[src/rtl/fsfl_pkg.sv]
// shared types and constants of the free-list slot allocator
`timescale 1ns / 1ps

package fsfl_pkg;

  localparam int DataW    = 32;
  localparam int ApbAddrW = 3;

  // register index, taken from paddr bit 2 (registers at byte addresses 4*i)
  localparam logic RegPoolBase = 1'b0;

  typedef enum logic [1:0] {
    STATUS_OK        = 2'd0,
    STATUS_EXHAUSTED = 2'd1,
    STATUS_BAD_PTR   = 2'd2
  } status_e;

  typedef enum logic [2:0] {
    ST_INIT = 3'b001,
    ST_IDLE = 3'b010,
    ST_CALC = 3'b100
  } state_e;

endpackage

[src/rtl/fixed_slot_free_list_allocator.sv]
// top level of the fixed-slot pool allocator with a lifo free list
`timescale 1ns / 1ps

// Pool of NUM_SLOTS slots of SLOT_BYTES bytes each, slot i at byte address
// pool_base + i*SLOT_BYTES (wrapping at 2^32). Free slots form a lifo chain
// kept in a link memory plus a head register. An allocate transfer
// (tuser = 0) returns the head slot's address and pops it; when the chain
// is empty it returns status exhausted with a zero address. A free transfer
// (tuser = 1) pushes the slot holding tdata; an address outside the pool
// gives status bad pointer and changes nothing, an address inside a slot
// frees that slot, and freeing a slot twice is not caught. After reset
// the link memory is walked once to build the chain 0 -> 1 -> ... -> null,
// which is done with s_axis_tready low; register writes are
// taken during that time. Each item is then accepted in ST_IDLE, which reads
// the link at the head from the link memory; ST_CALC moves the head and,
// for a free, writes the freed slot's link. Items are handled one at a
// time; a result waits in the output register while the next item is
// accepted, and ST_CALC stalls only while that register is still full.
// pool_base may only be written while no item is in flight.
module fixed_slot_free_list_allocator #(
  parameter int NUM_SLOTS  = 64,
  parameter int SLOT_BYTES = 8
) (
  input  logic                          clk_i,
  input  logic                          rst_ni,
  // input stream
  input  logic                          s_axis_tvalid,
  output logic                          s_axis_tready,
  input  logic [31:0]                   s_axis_tdata,   // [31:0] free_address
  input  logic [0:0]                    s_axis_tuser,   // [0] func
  // result stream
  output logic                          m_axis_tvalid,
  input  logic                          m_axis_tready,
  output logic [31:0]                   m_axis_tdata,   // [31:0] slot_address
  output logic [1:0]                    m_axis_tuser,   // [1:0] status
  // register port
  input  logic                          psel,
  input  logic                          penable,
  input  logic                          pwrite,
  input  logic [fsfl_pkg::ApbAddrW-1:0] paddr,
  input  logic [fsfl_pkg::DataW-1:0]    pwdata,
  output logic [fsfl_pkg::DataW-1:0]    prdata,
  output logic                          pready
);

  localparam int IdxW  = $clog2(NUM_SLOTS);
  localparam int LinkW = $clog2(NUM_SLOTS + 1);   // holds the null link too
  localparam int Span  = NUM_SLOTS * SLOT_BYTES;
  localparam int OffW  = $clog2(Span);
  localparam logic [LinkW-1:0] NullLink  = LinkW'(NUM_SLOTS);
  localparam logic [IdxW-1:0]  LastSlot  = IdxW'(NUM_SLOTS - 1);
  localparam logic [31:0]      SpanV     = 32'(Span);
  localparam logic [OffW-1:0]  SlotBytes = OffW'(SLOT_BYTES);

  fsfl_pkg::state_e state_q, state_d;

  logic [IdxW-1:0]   init_q, init_d;
  logic [LinkW-1:0]  head_q, head_d;
  logic              func_q;
  logic              in_range_q;
  logic [OffW-1:0]   off_q;
  logic              out_valid_q, out_valid_d;
  logic [31:0]       out_addr_q, out_addr_d;
  fsfl_pkg::status_e out_status_q, out_status_d;

  logic [31:0]       pool_base;
  logic [31:0]       in_off;
  logic              in_xfer;
  logic              head_empty;
  logic              out_load;
  logic [IdxW-1:0]   free_idx;
  logic [OffW-1:0]   alloc_off;

  // link memory port
  logic              ram_we;
  logic [IdxW-1:0]   ram_waddr;
  logic [LinkW-1:0]  ram_wdata;
  logic              ram_re;
  logic [LinkW-1:0]  ram_rdata;

  fsfl_apb u_apb (
    .clk_i       (clk_i),
    .rst_ni      (rst_ni),
    .psel        (psel),
    .penable     (penable),
    .pwrite      (pwrite),
    .paddr       (paddr),
    .pwdata      (pwdata),
    .prdata      (prdata),
    .pready      (pready),
    .pool_base_o (pool_base)
  );

  fsfl_ram #(
    .WIDTH (LinkW),
    .DEPTH (NUM_SLOTS)
  ) u_link_ram (
    .clk_i   (clk_i),
    .we_i    (ram_we),
    .waddr_i (ram_waddr),
    .wdata_i (ram_wdata),
    .re_i    (ram_re),
    .raddr_i (head_q[IdxW-1:0]),
    .rdata_o (ram_rdata)
  );

  fsfl_slot_index #(
    .NUM_SLOTS  (NUM_SLOTS),
    .SLOT_BYTES (SLOT_BYTES)
  ) u_slot_index (
    .off_i (off_q),
    .idx_o (free_idx)
  );

  assign s_axis_tready = (state_q == fsfl_pkg::ST_IDLE);
  assign in_xfer       = s_axis_tvalid && s_axis_tready;
  assign head_empty    = (head_q == NullLink);
  // offset into the pool, wraps like the address space
  assign in_off        = s_axis_tdata - pool_base;
  // result stage is free or drains this cycle
  assign out_load      = (state_q == fsfl_pkg::ST_CALC) && (!out_valid_q || m_axis_tready);
  // byte offset of the head slot, always below the pool span
  assign alloc_off     = OffW'(head_q[IdxW-1:0]) * SlotBytes;
  // fetch the head's link only when there is a head to pop
  assign ram_re        = in_xfer && !head_empty;

  always_comb begin
    state_d      = state_q;
    init_d       = init_q;
    head_d       = head_q;
    out_valid_d  = out_valid_q;
    out_addr_d   = out_addr_q;
    out_status_d = out_status_q;
    ram_we       = 1'b0;
    ram_waddr    = init_q;
    ram_wdata    = LinkW'(init_q) + LinkW'(1);

    if (out_valid_q && m_axis_tready) begin
      out_valid_d = 1'b0;
    end

    case (state_q)
      fsfl_pkg::ST_INIT: begin
        // build the initial chain, the last entry gets the null link
        ram_we = 1'b1;
        init_d = init_q + IdxW'(1);
        if (init_q == LastSlot) begin
          state_d = fsfl_pkg::ST_IDLE;
        end
      end
      fsfl_pkg::ST_IDLE: begin
        if (in_xfer) begin
          state_d = fsfl_pkg::ST_CALC;
        end
      end
      fsfl_pkg::ST_CALC: begin
        if (out_load) begin
          state_d      = fsfl_pkg::ST_IDLE;
          out_valid_d  = 1'b1;
          out_addr_d   = '0;
          out_status_d = fsfl_pkg::STATUS_OK;
          if (!func_q) begin
            if (head_empty) begin
              out_status_d = fsfl_pkg::STATUS_EXHAUSTED;
            end else begin
              out_addr_d = pool_base + 32'(alloc_off);
              head_d     = ram_rdata;
            end
          end else if (!in_range_q) begin
            out_status_d = fsfl_pkg::STATUS_BAD_PTR;
          end else begin
            // push: freed slot links to the old head
            ram_we    = 1'b1;
            ram_waddr = free_idx;
            ram_wdata = head_q;
            head_d    = LinkW'(free_idx);
          end
        end
      end
      default: begin
        state_d = fsfl_pkg::ST_IDLE;
      end
    endcase
  end

  always_ff @(posedge clk_i or negedge rst_ni) begin
    if (!rst_ni) begin
      state_q     <= fsfl_pkg::ST_INIT;
      init_q      <= '0;
      head_q      <= '0;
      out_valid_q <= 1'b0;
    end else begin
      state_q     <= state_d;
      init_q      <= init_d;
      head_q      <= head_d;
      out_valid_q <= out_valid_d;
    end
  end

  // payload registers
  always_ff @(posedge clk_i) begin
    if (in_xfer) begin
      func_q     <= s_axis_tuser[0];
      in_range_q <= (in_off < SpanV);
      off_q      <= in_off[OffW-1:0];
    end
    out_addr_q   <= out_addr_d;
    out_status_q <= out_status_d;
  end

  assign m_axis_tvalid = out_valid_q;
  assign m_axis_tdata  = out_addr_q;
  assign m_axis_tuser  = out_status_q;

endmodule

[src/rtl/fsfl_ram.sv]
// generic single-port-write, single-port-read ram with registered read
`timescale 1ns / 1ps

module fsfl_ram #(
  parameter int WIDTH = 8,
  parameter int DEPTH = 64
) (
  input  logic                     clk_i,
  input  logic                     we_i,
  input  logic [$clog2(DEPTH)-1:0] waddr_i,
  input  logic [WIDTH-1:0]         wdata_i,
  input  logic                     re_i,
  input  logic [$clog2(DEPTH)-1:0] raddr_i,
  output logic [WIDTH-1:0]         rdata_o
);

  logic [WIDTH-1:0] mem_q [DEPTH];
  logic [WIDTH-1:0] rdata_q;

  always_ff @(posedge clk_i) begin
    if (we_i) begin
      mem_q[waddr_i] <= wdata_i;
    end
    if (re_i) begin
      rdata_q <= mem_q[raddr_i];
    end
  end

  assign rdata_o = rdata_q;

endmodule

[src/rtl/fsfl_apb.sv]
// apb register file holding the pool base address
`timescale 1ns / 1ps

module fsfl_apb (
  input  logic                         clk_i,
  input  logic                         rst_ni,
  input  logic                         psel,
  input  logic                         penable,
  input  logic                         pwrite,
  input  logic [fsfl_pkg::ApbAddrW-1:0] paddr,
  input  logic [fsfl_pkg::DataW-1:0]    pwdata,
  output logic [fsfl_pkg::DataW-1:0]    prdata,
  output logic                         pready,
  output logic [fsfl_pkg::DataW-1:0]    pool_base_o
);

  logic [fsfl_pkg::DataW-1:0] pool_base_q;
  logic                       hit_base;

  assign hit_base = (paddr[2] == fsfl_pkg::RegPoolBase);
  assign pready   = 1'b1;

  always_ff @(posedge clk_i or negedge rst_ni) begin
    if (!rst_ni) begin
      pool_base_q <= '0;
    end else if (psel && penable && pwrite && pready && hit_base) begin
      pool_base_q <= pwdata;
    end
  end

  assign prdata      = hit_base ? pool_base_q : '0;
  assign pool_base_o = pool_base_q;

endmodule

[src/rtl/fsfl_slot_index.sv]
// pool offset to slot index, exact reciprocal multiply for a constant slot size
`timescale 1ns / 1ps

module fsfl_slot_index #(
  parameter int NUM_SLOTS  = 64,
  parameter int SLOT_BYTES = 8
) (
  input  logic [$clog2(NUM_SLOTS*SLOT_BYTES)-1:0] off_i,
  output logic [$clog2(NUM_SLOTS)-1:0]            idx_o
);

  localparam int OffW  = $clog2(NUM_SLOTS * SLOT_BYTES);
  localparam int IdxW  = $clog2(NUM_SLOTS);
  localparam int Shift = OffW + $clog2(SLOT_BYTES);
  localparam int RcpW  = OffW + 1;
  localparam int ProdW = OffW + RcpW;
  // ceil(2^Shift / SLOT_BYTES): exact quotient for every offset below 2^OffW
  localparam logic [63:0] RecipFull =
    ((64'd1 << Shift) + 64'(SLOT_BYTES) - 64'd1) / 64'(SLOT_BYTES);
  localparam logic [RcpW-1:0] Recip = RecipFull[RcpW-1:0];

  logic [ProdW-1:0] prod;

  assign prod  = ProdW'(off_i) * ProdW'(Recip);
  assign idx_o = prod[Shift +: IdxW];

endmodule

[config.mk]
export PLATFORM = sky130hd
export DESIGN_NAME = fixed_slot_free_list_allocator
export DESIGN_NICKNAME = d
export VERILOG_FILES = /design/src/rtl/fsfl_pkg.sv /design/src/rtl/fixed_slot_free_list_allocator.sv /design/src/rtl/fsfl_ram.sv /design/src/rtl/fsfl_apb.sv /design/src/rtl/fsfl_slot_index.sv
export SDC_FILE = /design/constraint.sdc
export NUM_CORES = 1
export LEC_CHECK = 0
export BUFFER_PORTS_ARGS = -buffer_cell sky130_fd_sc_hd__buf_2
export CAP_MARGIN = 20
export CORE_UTILIZATION = 55
export CTS_BUF_LIST = sky130_fd_sc_hd__clkbuf_2 sky130_fd_sc_hd__clkbuf_4 sky130_fd_sc_hd__clkbuf_8
export DETAILED_ROUTE_END_ITERATION = 6
export PLACE_DENSITY = 0.86
export SLEW_MARGIN = 10
export SYNTH_ARGS = -nofsm -noshare
export SYNTH_HDL_FRONTEND = slang
export SYNTH_SLANG_ARGS = --single-unit
[constraint.sdc]
create_clock -name clk_i -period 5.1 [get_ports clk_i]
set_input_delay 0.51 -clock clk_i [delete_from_list [all_inputs] [get_ports clk_i]]
set_output_delay 0.51 -clock clk_i [all_outputs]
set_load 0.1 [all_outputs]
==> results.cfg, run 1 <==
[floorplanning]
num_rows = 76
die-area_um2 = 44500
fp.dieW_um = 211
core_area_um2 = 43100
start_util = 0.558
boundaryPins = 144
dieHeight_um = 211

[synthesis]
synth_nets = 1593
synth_top_area_share = 0.621
avgSynthCellArea_um2 = 16.2
yosys.area.top_type = edfxtp_1
synth_top_family_by_area = multiplexers
yosysUniqueCellTypes = 68
synthSimpleGateAreaFrac = 0.0648
synth_mux_area_frac = 0.151
yosys_warnings = 0
ys.flop_type = edfxtp_1
synth.most_common_cell = edfxtp_1
synth_common_cells = edfxtp_1, nor2_1, mux4_2, nand2_1, a21oi_1
synth_compound_gate_area_share = 0.0542
synth.area.top_cells = edfxtp_1, mux4_2, dfrtp_1
async_flop_share = 0.0897
syn_area_um2 = 24000
synth-edff-count = 497
netlist_instances = 1480
synth_xor_area_frac = 0.0179
ys_ff_latch = 546
ys_seq_area_frac = 0.672
synthAdderAreaFrac = 0.0201

[layout]
utilization = 0.627
nets = 1763
fin_cells = 2294
syn_to_final_growth_pct = 12.5
fin_area_um2 = 27000
drive_gt1_frac = 0.286

[cts]
cts-resized-gates = 0
cts_buffers = 83
path_clk_slew_ns = 0.06
htreeDepth = 3
cts_setup_buffers = 0
cts_tree = built
hold_buffers = 1
cts_sinks = 546
root_buffer = clkbuf_8
clk_latency_ns = 0.67
clock_path_buffers = 3

[power]
leakagePower_uw = 0.00916
ir_drop_uv = 434
p_per_area_nw_per_um2 = 463

[placement]
portBuffers = 140
dpl.cell_count = 2148
gp_congestion = 0.953
place_area_um2 = 25400
post-place-ws_ns = 1.29
hpwl_um = 38100

[routing]
drt_iter0_markers = 1638
drc = 0
wl_um = 57400
vias = 14300
wl_per_cell_um = 25.0
vias_per_cell = 6.22
dr.pass1.iters = 6
postRouteAntennaNets = 0

[timing]
finalCritPeriodShare = 0.760
setup_violations = 0
setup_slack_ns = 1.22
period_needed_ns = 3.88
fin_skew_ns = 0.0441
rsz0062_at_grt = no
fmaxAchievable_ghz = 0.258
hold_violations = 0
slew_viol_final = 0
slew_headroom = 0.265
worst_slew_pin_slew_ns = 1.10

[status]
status = finished, final reports clean

[global_route]
grt_overflow_total = 0
grt_pass1_wl_um = 87000
grt_pass1_vias = 14300
grt_usage = 0.267
grt_max_degree = 116
antenna_found_initial = 2

[setup_path]
critPathLaunchType = flip-flop
arrival_ns = 4.14
crit_type = flip-flop to flip-flop
crit_path_max_fanout = 27
crit_slowest_cell = and3_1
crit_required_ns = 5.36
critPathMaxStageDelay_ns = 0.88
cp-end-kind = flip-flop
path_cells = nor2_1 > nand2_1 > nor2_4 > and3_1 > inv_1 > or3_1 > o31ai_1 > nand2_1 > nor2_1

[run]
cap_violations = 0

[hold_path]
worstHoldPathType = input port to flip-flop
critical path, delay by kind of cell (launching register included):
| kind | cells | cell delay [ns] |
|---|---|---|
| buffers and inverters | 1 | 0.16 |
| AOI/OAI and AO/OA | 1 | 0.10 |
| and+or+nand+nor | 7 | 2.78 |
| DFF | 1 | 0.42 |
metrics by stage:
| step | hold slack (ns) | TNS (ns) | power (uW) |
|---|---|---|---|
| after global placement | 0.488 | 0 | 8900 |
| after global routing | 0.0454 | 0 | 13000 |
| final | 0.0745 | 0 | 12500 |
| after detailed placement | 0.501 | 0 | 8990 |
| after CTS | 0.0476 | 0 | 12500 |
| after floorplan | 0.214 | -39.62 | 8050 |
cell usage in the layout, fill, tap and decap left out, types with 6 or more instances in the layout:
cell type / count
a21o_1: 14
a21oi_1: 58
and3_1: 6
buf_2: 141
buf_4: 15
clkbuf_4: 34
clkbuf_8: 88
clkinv_1: 12
dfrtp_1: 45
edfxtp_1: 497
ha_1: 37
inv_1: 47
mux2_2: 39
mux2i_1: 27
mux4_2: 129
nand2_1: 60
nand2b_1: 12
nand3_1: 23
nand4_1: 11
nor2_1: 169
nor2b_1: 7
nor3_1: 15
o21a_1: 9
o21ai_0: 39
o21ai_4: 6
o22ai_1: 6
or3_1: 6
xnor2_1: 38
xor2_1: 11
registers in the layout, indices dropped and copies added, names as in the netlist:
name / flops
head_q: 7
u_link_ram.rdata_o: 7
in_range_q: 1
state_q: 3
m_axis_tvalid: 1
m_axis_tdata: 32
init_q: 6
u_link_ram.mem_q: 448
off_q: 6
u_apb.pool_base_o: 32
func_q: 1
m_axis_tuser: 2
cell families after synthesis:
family                     count (synthesis)
muxes                                    196
DFF                                      546
buffers and inverters                    120
and+or+nand+nor                          341
AOI/OAI and AO/OA                        189
other                                      1
xor gates and xnor gates                  49
adders and majority gates                 38
layout make-up:
class / count / area, um^2
flip-flops and latches: 546 / 16200
inverters: 47 / 176
diodes: 1 / 2.50
clock buffers: 122 / 1470
clock inverters: 21 / 159
repair buffers: 158 / 848
fillers: 2973 / 16000
well taps: 585 / 732
multi-input cells: 814 / 7480
path summary, 6_finish.rpt:
check                                       from                 endpoint  slack, ns  cells past startpoint
max in group asynchronous                 rst_ni                head_q[0]       4.02                      3
min reg2reg                u_apb.pool_base_o[25]    u_apb.pool_base_o[25]       0.51                      1
min in group asynchronous                 rst_ni     u_apb.pool_base_o[0]       0.55                      3
max                                   state_q[1]  u_link_ram.mem_q[56][0]       1.22                      9
max reg2reg                           state_q[1]  u_link_ram.mem_q[56][0]       1.22                      9
min                                 s_axis_tuser                   func_q       0.07                      1
power breakdown:
part,leakage (uW),switching [uW],total [uW],internal (uW)
logic,0.00341,2220,3720,1500
registers,0.00489,186,5220,5030
clock network,0.000859,1630,3570,1940
layer usage:
layer,global-route usage,vias up,share of wire
li1,-,6125,-
met1,0.332,7077,0.37
met2,0.435,875,0.49
met3,0.0699,186,0.095
met4,0.131,2,0.052
met5,0,-,0.00023
No activity file was read; power rests on OpenSTA's default activity.
==> run 2: changes to the inputs <==
==> constraint.sdc (replaced) <==
create_clock -name clk_i -period 3.3 [get_ports clk_i]
set_input_delay 0.33 -clock clk_i [delete_from_list [all_inputs] [get_ports clk_i]]
set_output_delay 0.33 -clock clk_i [all_outputs]
set_load 0.1 [all_outputs]
==> run 2 against run 1 <==
Against the previous run: hold slack better by 0.13 ns; combinational power up 63%; routed wire length decreased by 1.5%; total power up 58%.
==> results.cfg, run 2 (synthesis results as in run 1) <==
[timing]
fmaxAchievable_ghz = 0.310
worst_slew_pin_slew_ns = 0.985
rsz0062_at_grt = yes
period_needed_ns = 3.22
finalCritPeriodShare = 0.977
hold_violations = 0
fin_skew_ns = 0.0437
tns_ns = 0
setup_violations = 0
slew_headroom = 0.341
slew_viol_final = 0

[power]
combPwrFrac = 0.308
ir_drop_uv = 610
swShare = 0.325
p_sw_uw = 6390
leakagePower_uw = 0.00959
clkPwrFrac = 0.288
seqPwrFrac = 0.404
p_int_uw = 13300
p_per_area_nw_per_um2 = 701

[floorplanning]
start_util = 0.558
dieHeight_um = 211
boundaryPins = 144
fp.dieW_um = 211
core_area_um2 = 43100
num_rows = 76
die-area_um2 = 44500

[setup_path]
crit_path_max_fanout = 16
arrival_ns = 3.52
critPathLaunchType = flip-flop
crit_required_ns = 3.60
crit_type = flip-flop to flip-flop
rr_worst_depth = 8
cp-end-kind = flip-flop

[placement]
place_area_um2 = 25900
hpwl_um = 36100
portBuffers = 140
gp_congestion = 0.919

[routing]
postRouteAntennaNets = 0
vias_per_cell = 6.12
dr.pass1.iters = 5
drc = 0
drt_iter0_markers = 1817
vias = 14600
wl_per_cell_um = 23.7
wl_um = 56600

[layout]
regMostFlops = u_link_ram.mem_q
nets = 1844
syn_to_final_growth_pct = 17.0
largest_reg_flops = 448
num_antenna_cells = 0
final_common_cell = edfxtp_1
layout_common_cells = edfxtp_1, buf_2, mux4_2, nor2_1, clkbuf_8
nFillCells = 2736
fin_area_um2 = 28100
drive_gt1_frac = 0.342

[global_route]
antenna_found_initial = 0
grt_pass1_wl_um = 85600
grt_pass1_vias = 14700
grt_overflow_total = 0
grt_usage = 0.258
grt_max_degree = 90

[cts]
clock_path_buffers = 3
path_clk_slew_ns = 0.06
htreeDepth = 3
cts_buffers = 85
root_buffer = clkbuf_8
cts_tree = built
clk_latency_ns = 0.68
cts_sinks = 546

[hold_path]
worstHoldPathType = input port to flip-flop
min_path_cells = 3

[status]
status = finished, final reports clean

[run]
cap_violations = 0
==> run 2: final cells by class <==
| type | count | area (um^2) | area share |
|---|---|---|---|
| Tap cell | 585 | 732 | 0.0260 |
| Timing Repair Buffer | 237 | 1560 | 0.0554 |
| Inverter | 47 | 176 | 0.00628 |
| Clock buffer | 108 | 1370 | 0.0489 |
| Clock inverter | 46 | 323 | 0.0115 |
| Multi-Input combinational cell | 814 | 7770 | 0.277 |
| Sequential cell | 546 | 16200 | 0.575 |
==> run 2: worst max-delay path, cell delays in order (launching register included) <==
cell and delay [ns]:
dfstp_2 0.57, nor2_1 0.05, nand2_1 0.17, nor2_4 0.06
and3_1 0.22, buf_4 0.22, o21ai_0 0.56, nand2_1 0.46
nor2_2 0.54
==> run 2: stage by stage <==
| stage | std cells | hold slack, ns | utilization | total power, uW | worst slack [ns] |
|---|---|---|---|---|---|
| after floorplan | 1480 | 0.0344 | - | 12500 | 0.0119 |
| after global placement | 2189 | 0.490 | 0.600 | 13800 | 0.0694 |
| after detailed placement | 2189 | 0.495 | 0.600 | 13900 | 0.0413 |
| after CTS | 2379 | 0.153 | 0.648 | 19600 | 0.0262 |
| after global routing | 2383 | 0.180 | 0.652 | 20400 | -0.0367 |
| final | 2383 | 0.200 | 0.652 | 19700 | 0.0751 |
==> run 2: power groups by stage <==
stage | clock, uW | combinational [uW] | sequential, uW
floorplan | 0 | 4250 | 8200
global placement | 0 | 5740 | 8080
detailed placement | 0 | 5840 | 8090
CTS | 5740 | 5910 | 7960
global route | 6030 | 6420 | 7980
finish | 5670 | 6070 | 7970
==> run 2: timing repair <==
action / 4_1_cts / 5_1_grt
endpoints found under the setup margin: 1 / 5
setup buffers: 0 / 4
pin swaps: 1 / 16
endpoints found under the hold margin: 70 / 0
gates resized for setup: 0 / 32
cloned: 0 / 0
hold buffers: 36 / 0
==> run 2: path summary, 6_finish.rpt <==
kind / from / end / slack [ns]
worst max-delay path: state_q[0] / u_link_ram.mem_q[48][1] / 0.08
worst min-delay path: s_axis_tdata[4] / off_q[4] / 0.20
worst max register to register: state_q[0] / u_link_ram.mem_q[48][1] / 0.08
worst min register to register: u_apb.pool_base_o[25] / u_apb.pool_base_o[25] / 0.52
max in group asynchronous: rst_ni / u_apb.pool_base_o[30] / 2.19
min in group asynchronous: rst_ni / u_apb.pool_base_o[6] / 0.34
==> run 2: metal layers <==
layer	global-route usage	part of all wire	vias to the layer above
met3	0.0504	0.090	149
met2	0.419	0.49	864
met1	0.347	0.39	7287
met5	0	0	-
met4	0.101	0.031	0
li1	-	-	6291
